**src/design/upd_pkg.sv**
```systemverilog
package upd_pkg;

  localparam int CAP_W = 13;
  localparam int LEN_W = 12;
  localparam logic [CAP_W-1:0] MAX_CAPACITY = 13'd4096;
  localparam logic [CAP_W-1:0] CAPACITY_RESET = 13'd4096;

  localparam logic [7:0] CHAR_PCT = 8'h25;
  localparam logic [7:0] CHAR_PLUS = 8'h2B;
  localparam logic [7:0] CHAR_SPACE = 8'h20;
  localparam logic [7:0] CHAR_0 = 8'h30;
  localparam logic [7:0] CHAR_9 = 8'h39;
  localparam logic [7:0] CHAR_UA = 8'h41;
  localparam logic [7:0] CHAR_UF = 8'h46;
  localparam logic [7:0] CHAR_LA = 8'h61;
  localparam logic [7:0] CHAR_LF = 8'h66;
  localparam logic [3:0] HEX_ALPHA_OFS = 4'd10;

  localparam logic KIND_DATA = 1'b0;
  localparam logic KIND_STATUS = 1'b1;

  typedef struct packed {
    logic       end_flag;
    logic [7:0] chr;
    logic       is_hex;
    logic [3:0] hex_val;
    logic       is_pct;
    logic       is_plus;
  } upd_item_t;

  typedef enum logic [2:0] {
    PH_OUT  = 3'b001,
    PH_HIGH = 3'b010,
    PH_LOW  = 3'b100
  } upd_phase_t;

  function automatic logic [4:0] hex_decode(input logic [7:0] ch);
    logic [7:0] d;
    logic [4:0] res;
    begin
      res = 5'd0;
      if (ch >= CHAR_0 && ch <= CHAR_9) begin
        d = ch - CHAR_0;
        res = {1'b1, d[3:0]};
      end else if (ch >= CHAR_UA && ch <= CHAR_UF) begin
        d = ch - CHAR_UA;
        res = {1'b1, d[3:0] + HEX_ALPHA_OFS};
      end else if (ch >= CHAR_LA && ch <= CHAR_LF) begin
        d = ch - CHAR_LA;
        res = {1'b1, d[3:0] + HEX_ALPHA_OFS};
      end
      return res;
    end
  endfunction

endpackage

```
**src/design/upd_front.sv**
```systemverilog
module upd_front import upd_pkg::*; (
  input  logic       in_valid,
  output logic       in_stall,
  input  logic [7:0] in_char,
  input  logic       in_end,
  input  logic       q_full,
  output logic       q_push,
  output upd_item_t  q_item
);

  logic [4:0] hex;

  assign hex = hex_decode(in_char);

  assign in_stall = q_full;
  assign q_push = in_valid && !q_full;

  always_comb begin
    q_item.end_flag = in_end;
    q_item.chr = in_char;
    q_item.is_hex = hex[4];
    q_item.hex_val = hex[3:0];
    q_item.is_pct = (in_char == CHAR_PCT);
    q_item.is_plus = (in_char == CHAR_PLUS);
  end

endmodule

```
**src/design/upd_fifo.sv**
```systemverilog
module upd_fifo import upd_pkg::*; (
  input  logic      clk,
  input  logic      rst_n,
  input  logic      push,
  input  upd_item_t push_item,
  input  logic      pop,
  output logic      full,
  output logic      empty,
  output upd_item_t head
);

  upd_item_t  mem_r [2];
  logic       wr_ptr_r;
  logic       wr_ptr_nxt;
  logic       rd_ptr_r;
  logic       rd_ptr_nxt;
  logic [1:0] count_r;
  logic [1:0] count_nxt;

  assign full = (count_r == 2'd2);
  assign empty = (count_r == 2'd0);
  assign head = mem_r[rd_ptr_r];

  always_comb begin
    wr_ptr_nxt = push ? ~wr_ptr_r : wr_ptr_r;
    rd_ptr_nxt = pop ? ~rd_ptr_r : rd_ptr_r;
    count_nxt = count_r;
    if (push && !pop) begin
      count_nxt = count_r + 2'd1;
    end else if (pop && !push) begin
      count_nxt = count_r - 2'd1;
    end
  end

  always_ff @(posedge clk) begin
    if (!rst_n) begin
      wr_ptr_r <= 1'b0;
      rd_ptr_r <= 1'b0;
      count_r <= 2'd0;
    end else begin
      wr_ptr_r <= wr_ptr_nxt;
      rd_ptr_r <= rd_ptr_nxt;
      count_r <= count_nxt;
    end
  end

  always_ff @(posedge clk) begin
    if (push) begin
      mem_r[wr_ptr_r] <= push_item;
    end
  end

endmodule

```
**src/design/upd_back.sv**
```systemverilog
module upd_back import upd_pkg::*; (
  input  logic             clk,
  input  logic             rst_n,
  input  logic             cfg_we,
  input  logic [CAP_W-1:0] cfg_data,
  input  logic             q_empty,
  input  upd_item_t        q_head,
  output logic             q_pop,
  output logic             out_valid,
  input  logic             out_stall,
  output logic             out_kind,
  output logic [7:0]       out_byte,
  output logic             out_ok,
  output logic [LEN_W-1:0] out_length
);

  logic [CAP_W-1:0] capacity_r;
  logic [CAP_W-1:0] eff_cap;

  upd_phase_t       phase_r;
  upd_phase_t       phase_nxt;
  logic [3:0]       high_r;
  logic [3:0]       high_nxt;
  logic [CAP_W-1:0] count_r;
  logic [CAP_W-1:0] count_nxt;
  logic [CAP_W-1:0] count_inc;
  logic             err_r;
  logic             err_nxt;
  logic             seen_r;
  logic             seen_nxt;

  logic             emit;
  logic             emit_kind;
  logic [7:0]       emit_byte;
  logic             emit_ok;
  logic [LEN_W-1:0] emit_len;
  logic             data_emit;
  logic [7:0]       data_byte;

  logic             ov_r;
  logic             ov_nxt;
  logic             kind_r;
  logic [7:0]       byte_r;
  logic             ok_r;
  logic [LEN_W-1:0] len_r;

  assign eff_cap = (capacity_r > MAX_CAPACITY) ? MAX_CAPACITY : capacity_r;
  assign count_inc = count_r + 1'b1;
  assign q_pop = !q_empty && (!ov_r || !out_stall);

  always_comb begin
    phase_nxt = phase_r;
    high_nxt = high_r;
    count_nxt = count_r;
    err_nxt = err_r;
    seen_nxt = seen_r;
    emit = 1'b0;
    emit_kind = KIND_DATA;
    emit_byte = 8'd0;
    emit_ok = 1'b0;
    emit_len = '0;
    data_emit = 1'b0;
    data_byte = 8'd0;

    if (q_head.end_flag) begin
      emit = 1'b1;
      emit_kind = KIND_STATUS;
      emit_ok = seen_r && !err_r;
      emit_len = emit_ok ? count_r[LEN_W-1:0] : '0;
      phase_nxt = PH_OUT;
      high_nxt = 4'd0;
      count_nxt = '0;
      err_nxt = 1'b0;
      seen_nxt = 1'b0;
    end else begin
      seen_nxt = 1'b1;
      if (err_r) begin
        err_nxt = 1'b1;
      end else if (count_r >= eff_cap) begin
        err_nxt = 1'b1;
      end else begin
        unique case (phase_r)
          PH_HIGH: begin
            if (!q_head.is_hex) begin
              err_nxt = 1'b1;
              phase_nxt = PH_OUT;
            end else begin
              high_nxt = q_head.hex_val;
              phase_nxt = PH_LOW;
            end
          end
          PH_LOW: begin
            phase_nxt = PH_OUT;
            if (!q_head.is_hex) begin
              err_nxt = 1'b1;
            end else begin
              data_emit = 1'b1;
              data_byte = {high_r, q_head.hex_val};
            end
          end
          default: begin
            if (q_head.is_pct) begin
              phase_nxt = PH_HIGH;
            end else begin
              data_emit = 1'b1;
              data_byte = q_head.is_plus ? CHAR_SPACE : q_head.chr;
            end
          end
        endcase
        if (data_emit) begin
          emit = 1'b1;
          emit_byte = data_byte;
          count_nxt = count_inc;
          if (count_inc >= eff_cap) begin
            err_nxt = 1'b1;
          end
        end
      end
    end
  end

  always_comb begin
    ov_nxt = ov_r && out_stall;
    if (q_pop && emit) begin
      ov_nxt = 1'b1;
    end
  end

  always_ff @(posedge clk) begin
    if (!rst_n) begin
      capacity_r <= CAPACITY_RESET;
      phase_r <= PH_OUT;
      high_r <= 4'd0;
      count_r <= '0;
      err_r <= 1'b0;
      seen_r <= 1'b0;
      ov_r <= 1'b0;
    end else begin
      if (cfg_we) begin
        capacity_r <= cfg_data;
      end
      if (q_pop) begin
        phase_r <= phase_nxt;
        high_r <= high_nxt;
        count_r <= count_nxt;
        err_r <= err_nxt;
        seen_r <= seen_nxt;
      end
      ov_r <= ov_nxt;
    end
  end

  always_ff @(posedge clk) begin
    if (q_pop && emit) begin
      kind_r <= emit_kind;
      byte_r <= emit_byte;
      ok_r <= emit_ok;
      len_r <= emit_len;
    end
  end

  assign out_valid = ov_r;
  assign out_kind = kind_r;
  assign out_byte = byte_r;
  assign out_ok = ok_r;
  assign out_length = len_r;

endmodule

```
**src/design/url_percent_decoder.sv**
```systemverilog
// Percent decoder for URL-encoded strings, one character per input beat.
// The input channel carries in_char and in_end; a beat with in_end high
// terminates the string. The output channel carries either a decoded data
// byte (out_kind low) or the final status of the string (out_kind high)
// with out_ok and out_length. Character beats that open or continue an
// escape, or arrive after an error, produce no output beat.
// The capacity register is written through cfg_we and cfg_data while the
// block is idle (a user rule the block does not enforce) and applies to
// the following beats. An accepted beat is written into a two-entry queue;
// the back end pops it once the output register is free or being taken,
// and that edge also loads the beat's result into the output register.
// The block sustains one beat per cycle while the receiver does not stall;
// the decode state held by the back end is the only loop.
// When the receiver stalls, the output register holds its beat, the queue
// fills, and in_stall rises once both queue entries are occupied.
// Synchronous reset empties the queue and output register, clears the
// per-string state and sets the capacity to 4096.
module url_percent_decoder import upd_pkg::*; (
  input  logic             clk,
  input  logic             rst_n,
  input  logic             cfg_we,
  input  logic [CAP_W-1:0] cfg_data,
  input  logic             in_valid,
  output logic             in_stall,
  input  logic [7:0]       in_char,
  input  logic             in_end,
  output logic             out_valid,
  input  logic             out_stall,
  output logic             out_kind,
  output logic [7:0]       out_byte,
  output logic             out_ok,
  output logic [LEN_W-1:0] out_length
);

  logic      q_full;
  logic      q_empty;
  logic      q_push;
  logic      q_pop;
  upd_item_t q_item;
  upd_item_t q_head;

  upd_front u_front (
    .in_valid (in_valid),
    .in_stall (in_stall),
    .in_char  (in_char),
    .in_end   (in_end),
    .q_full   (q_full),
    .q_push   (q_push),
    .q_item   (q_item)
  );

  upd_fifo u_fifo (
    .clk       (clk),
    .rst_n     (rst_n),
    .push      (q_push),
    .push_item (q_item),
    .pop       (q_pop),
    .full      (q_full),
    .empty     (q_empty),
    .head      (q_head)
  );

  upd_back u_back (
    .clk        (clk),
    .rst_n      (rst_n),
    .cfg_we     (cfg_we),
    .cfg_data   (cfg_data),
    .q_empty    (q_empty),
    .q_head     (q_head),
    .q_pop      (q_pop),
    .out_valid  (out_valid),
    .out_stall  (out_stall),
    .out_kind   (out_kind),
    .out_byte   (out_byte),
    .out_ok     (out_ok),
    .out_length (out_length)
  );

endmodule

```
**config.mk**
```make
export PLATFORM = sky130hd
export DESIGN_NAME = url_percent_decoder
export DESIGN_NICKNAME = d
export VERILOG_FILES = /design/src/design/upd_pkg.sv /design/src/design/upd_front.sv /design/src/design/upd_fifo.sv /design/src/design/upd_back.sv /design/src/design/url_percent_decoder.sv
export SDC_FILE = /design/constraint.sdc
export NUM_CORES = 1
export LEC_CHECK = 0
export BUFFER_PORTS_ARGS = -buffer_cell sky130_fd_sc_hd__clkbuf_2
export CAP_MARGIN = 20
export CORE_MARGIN = 2
export CORE_UTILIZATION = 45
export CTS_CLUSTER_SIZE = 8
export DETAILED_ROUTE_END_ITERATION = 6
export GPL_TIMING_DRIVEN = 0
export SLEW_MARGIN = 20
export SYNTH_ARGS = -nofsm -noshare
export SYNTH_HDL_FRONTEND = slang
export SYNTH_SLANG_ARGS = --single-unit
export TNS_END_PERCENT = 10
```
**constraint.sdc**
```tcl
create_clock -name clk -period 3.3 [get_ports clk]
set_input_delay 0.495 -clock clk [delete_from_list [all_inputs] [get_ports clk]]
set_output_delay 0.495 -clock clk [all_outputs]
set_load 0.01 [all_outputs]
```
==> flow_metrics.env <==
export IMPL_holdCritStartpoint="in_end"
export IMPL_grt_start_max_net_pins=17
export IMPL_finalWirelength_mm=10.6
export IMPL_hold_depth=1
export IMPL_synth_compound_area_share_pct=13.7
export IMPL_leakage_nw=2.16
export IMPL_outcome="finished, final reports clean"
export IMPL_synth_area_um2=4860
export IMPL_synth_area_top_cells="edfxtp_1 33%, dfxtp_1 17%, ha_1 8.0%, mux2i_1 3.3%, nand2_1 3.0%"
export IMPL_cts_buffers=9
export IMPL_synthXorXnorAreaFrac_pct=2.52
export IMPL_die_y_um=108
export IMPL_grt_util_all_layers_pct=19.0
export IMPL_maxCapViolCount=0
export IMPL_dp_hpwl_mm=7.79
export IMPL_synth_edf_count=54
export IMPL_crit_slowest_cell="a31oi_4"
export IMPL_gp_congestion=0.869
export IMPL_clock_power_share_pct=20.1
export IMPL_ys_types=60
export IMPL_regToRegSetupSlack_ns=0.36
export IMPL_finalSetupViolCount=0
export IMPL_pwr_share_seq_pct=47.1
export IMPL_start_kind="flop"
export IMPL_hp_class="input port to flop"
export IMPL_hold_ws_ns=0.319
export IMPL_crit_fanout=13
export IMPL_max_slew_margin_pct=31.8
export IMPL_yosys_top_cells_count="54 x edfxtp_1, 41 x dfxtp_1, 39 x nand2_1, 31 x ha_1, 21 x nor2_1"
export IMPL_syn_avg_cell_area_um2=10.9
export IMPL_die_w_um=108
export IMPL_swShare_pct=35.4
export IMPL_ys_seq_area_share_pct=50.2
export IMPL_cp_end_kind="flop"
export IMPL_r2r_start="u_back.capacity_r[12]$_SDFFE_PN1P_"
export IMPL_cts_max_level=3
export IMPL_p_switching_mw=1.22
export IMPL_crit_type="flop to flop"
export IMPL_synthToLayoutAreaGrowth_pct=13.0
export IMPL_ys_warn_count=0
export IMPL_wire_per_inst_um=16.3
export IMPL_first_global_vias=3243
export IMPL_start_util_pct=46.7
export IMPL_via_per_inst=5.53
export IMPL_hold_end="u_fifo.mem_r[0][15]$_DFFE_PP_"
export IMPL_grt_pass1_wl_mm=16.9
export IMPL_fin_total_pwr_mw=3.45
export IMPL_rsz0062_at_grt="false"
export IMPL_synth_top_family_by_area="simple AND/OR/NAND/NOR gates"
export IMPL_yosys_area_share_adder_pct=7.98
export IMPL_path_clk_slew_ns=0.09
export IMPL_cts_tree="built"
export IMPL_arrival_ns=3.00
export IMPL_drc=0
export IMPL_period_needed_ns=2.94
export IMPL_max_freq_ghz=0.340
export IMPL_holdBufCountCts=0
export IMPL_synth_seq_cells=95
export IMPL_required_ns=3.36
export IMPL_pin_count=51
export IMPL_coreArea_um2=10400
export IMPL_yosys_area_top_type="edfxtp_1"
export IMPL_skew_ns=0.0180
export IMPL_internal_power_mw=2.23
export IMPL_p_comb_share_pct=32.8
export IMPL_rr_endpoint="u_back.out_byte[5]$_SDFFCE_PP0P_"
export IMPL_syn_nets=506
export IMPL_power_density_nw_per_um2=628
export IMPL_portBuffers=49
export IMPL_die_area_um2=11700
export IMPL_finalHoldViolations=0
export IMPL_drive_gt1_share_pct=18.1
export IMPL_vdd_ir_drop_max_mv=0.370
export IMPL_drtIter0Drc=204
export IMPL_fin_nets=567
export IMPL_synthArstFlopShare_pct=0
export IMPL_antenna_cells=0
export IMPL_drtPass1Iterations=5
export IMPL_min_period_over_period_pct=89.1
export IMPL_synthCells=448
export IMPL_drv_slew=0
export IMPL_fill_cells=948
export IMPL_crit_chain="inv_1 -> nand2_1 -> ha_1 -> nand4_1 -> nor3_1 -> a2bb2oi_2 -> a31oi_4 -> clkinvlp_4"
export IMPL_yosysMostFrequentCell="edfxtp_1"
export IMPL_dr_total_vias=3595
export IMPL_cts_sinks=95
export IMPL_worstSetupStartpoint="u_back.capacity_r[12]$_SDFFE_PN1P_"
export IMPL_clk_path_buf_depth=2
export IMPL_clkLatencyLatePin_ns=0.37
export IMPL_ant_nets=0
export IMPL_grt_overflow=0
export IMPL_antenna_found_initial=0
export IMPL_slowest_delay_ns=0.39
export IMPL_rows=37
export IMPL_worst_pin_slew_ns=1.01
export IMPL_synth_top_cell_area_share_pct=33.4
export IMPL_synthMuxAreaShare_pct=6.30
export IMPL_reg2reg_depth=8
export IMPL_synthFlopType="edfxtp_1"
export IMPL_synth_simple_gate_area_share_pct=16.2
export IMPL_clockRootBuffer="clkbuf_8"
flip-flops by register name (all words and copies together) (netlist names), named ones only:
signal and count:
u_back.capacity_r 13, u_back.count_r 13, u_back.err_r 1, u_back.high_r 4, u_back.out_byte 8, u_back.out_kind 1, u_back.out_length 12, u_back.out_ok 1
u_back.out_valid 1, u_back.phase_r 3, u_back.seen_r 1, u_fifo.count_r 2, u_fifo.mem_r 32, u_fifo.rd_ptr_r 1, u_fifo.wr_ptr_r 1
metrics by stage:
stage	utilization, %	setup TNS (ns)	instance area (um^2)	instances	setup slack [ns]
after detailed placement	50.8	-6.09	5290	634	-0.278
after floorplan	-	0	4860	448	0.450
after CTS	52.8	0	5500	651	0.217
final	52.7	0	5490	650	0.359
after global placement	50.7	-5.58	5280	633	-0.255
after global routing	52.7	0	5490	650	0.126
worst max-delay path, delay by kind of cell (launching register included):
kind	cells	cell delay, ns
AND/OR/NAND/NOR	3	0.70
buffers and inverters	2	0.64
adder cells (fa/ha/maj)	1	0.35
AO/OA/AOI/OAI	2	0.58
flip-flops	1	0.34
layout by cell type, fill, tap and decap left out, drive strengths merged, types with 8 or more instances in the layout:
| cell type | synthesis | final |
|---|---|---|
| o21ai | 13 | 13 |
| edfxtp | 54 | 54 |
| nand2 | 39 | 39 |
| clkbuf | 15 | 72 |
| a31oi | 15 | 15 |
| mux2i | 17 | 17 |
| ha | 31 | 31 |
| and2 | 19 | 19 |
| nand3 | 17 | 17 |
| a21oi | 10 | 10 |
| nor2 | 21 | 21 |
| inv | 17 | 17 |
| xnor2 | 9 | 9 |
| nor2b | 15 | 15 |
| nor3 | 8 | 8 |
| dfxtp | 41 | 41 |
| mux2 | 11 | 11 |
cells by family after synthesis:
group                      Yosys count
DFF                                 95
adders and majority gates           31
muxes                               28
AOI/OAI and AO/OA                   91
xor gates and xnor gates            14
buffers and inverters               37
and+or+nand+nor                    152
per-layer routing:
| metal | GRT usage, % | share of wire (%) | vias up |
|---|---|---|---|
| li1 | - | - | 1780 |
| met1 | 29.8 | 50 | 1696 |
| met2 | 25.6 | 42 | 106 |
| met3 | 3.92 | 6.1 | 13 |
| met4 | 6.68 | 1.2 | 0 |
| met5 | 0 | 0 | - |
worst max path at each step:
stage	cells after the start	slack (ns)	to
final	8	0.36	u_back.out_byte[5]$_SDFFCE_PP0P_
after global routing	8	0.13	u_back.out_byte[5]$_SDFFCE_PP0P_
after CTS	9	0.22	u_back.out_kind$_DFFE_PP_
after detailed placement	9	-0.28	u_back.out_length[2]$_SDFFCE_PN0P_
after global placement	9	-0.25	u_back.out_length[2]$_SDFFCE_PN0P_
after floorplan	9	0.45	u_back.out_byte[0]$_SDFFCE_PP0P_
power by group through the flow:
| stage | Combinational [mW] | Clock (mW) | Sequential, mW |
|---|---|---|---|
| final | 1.13 | 0.694 | 1.62 |
| after global placement | 1.06 | 0 | 1.65 |
| after floorplan | 0.672 | 0 | 1.71 |
| after global routing | 1.25 | 0.763 | 1.64 |
| after detailed placement | 1.08 | 0 | 1.66 |
| after CTS | 1.14 | 0.709 | 1.63 |
final cells by class:
| cell class | instances | area [um^2] | share of cell area, % |
|---|---|---|---|
| flip-flops and latches | 95 | 2440 | 44.5 |
| multi-input cells | 316 | 2290 | 41.7 |
| repair buffers | 50 | 256 | 4.67 |
| well taps | 136 | 170 | 3.10 |
| clock buffers | 9 | 124 | 2.26 |
| plain buffers | 18 | 80.1 | 1.46 |
| inverters | 18 | 71.3 | 1.30 |
| clock inverters | 7 | 48.8 | 0.888 |
| repair inverters | 1 | 7.51 | 0.137 |
repair_timing:
item                                    in CTS  in global routing
gates cloned                                 1                  0
buffers inserted                             0                  0
endpoints found under the setup margin      22                 24
resized for setup                            5                  0
Power figures use the tool's default switching activity.
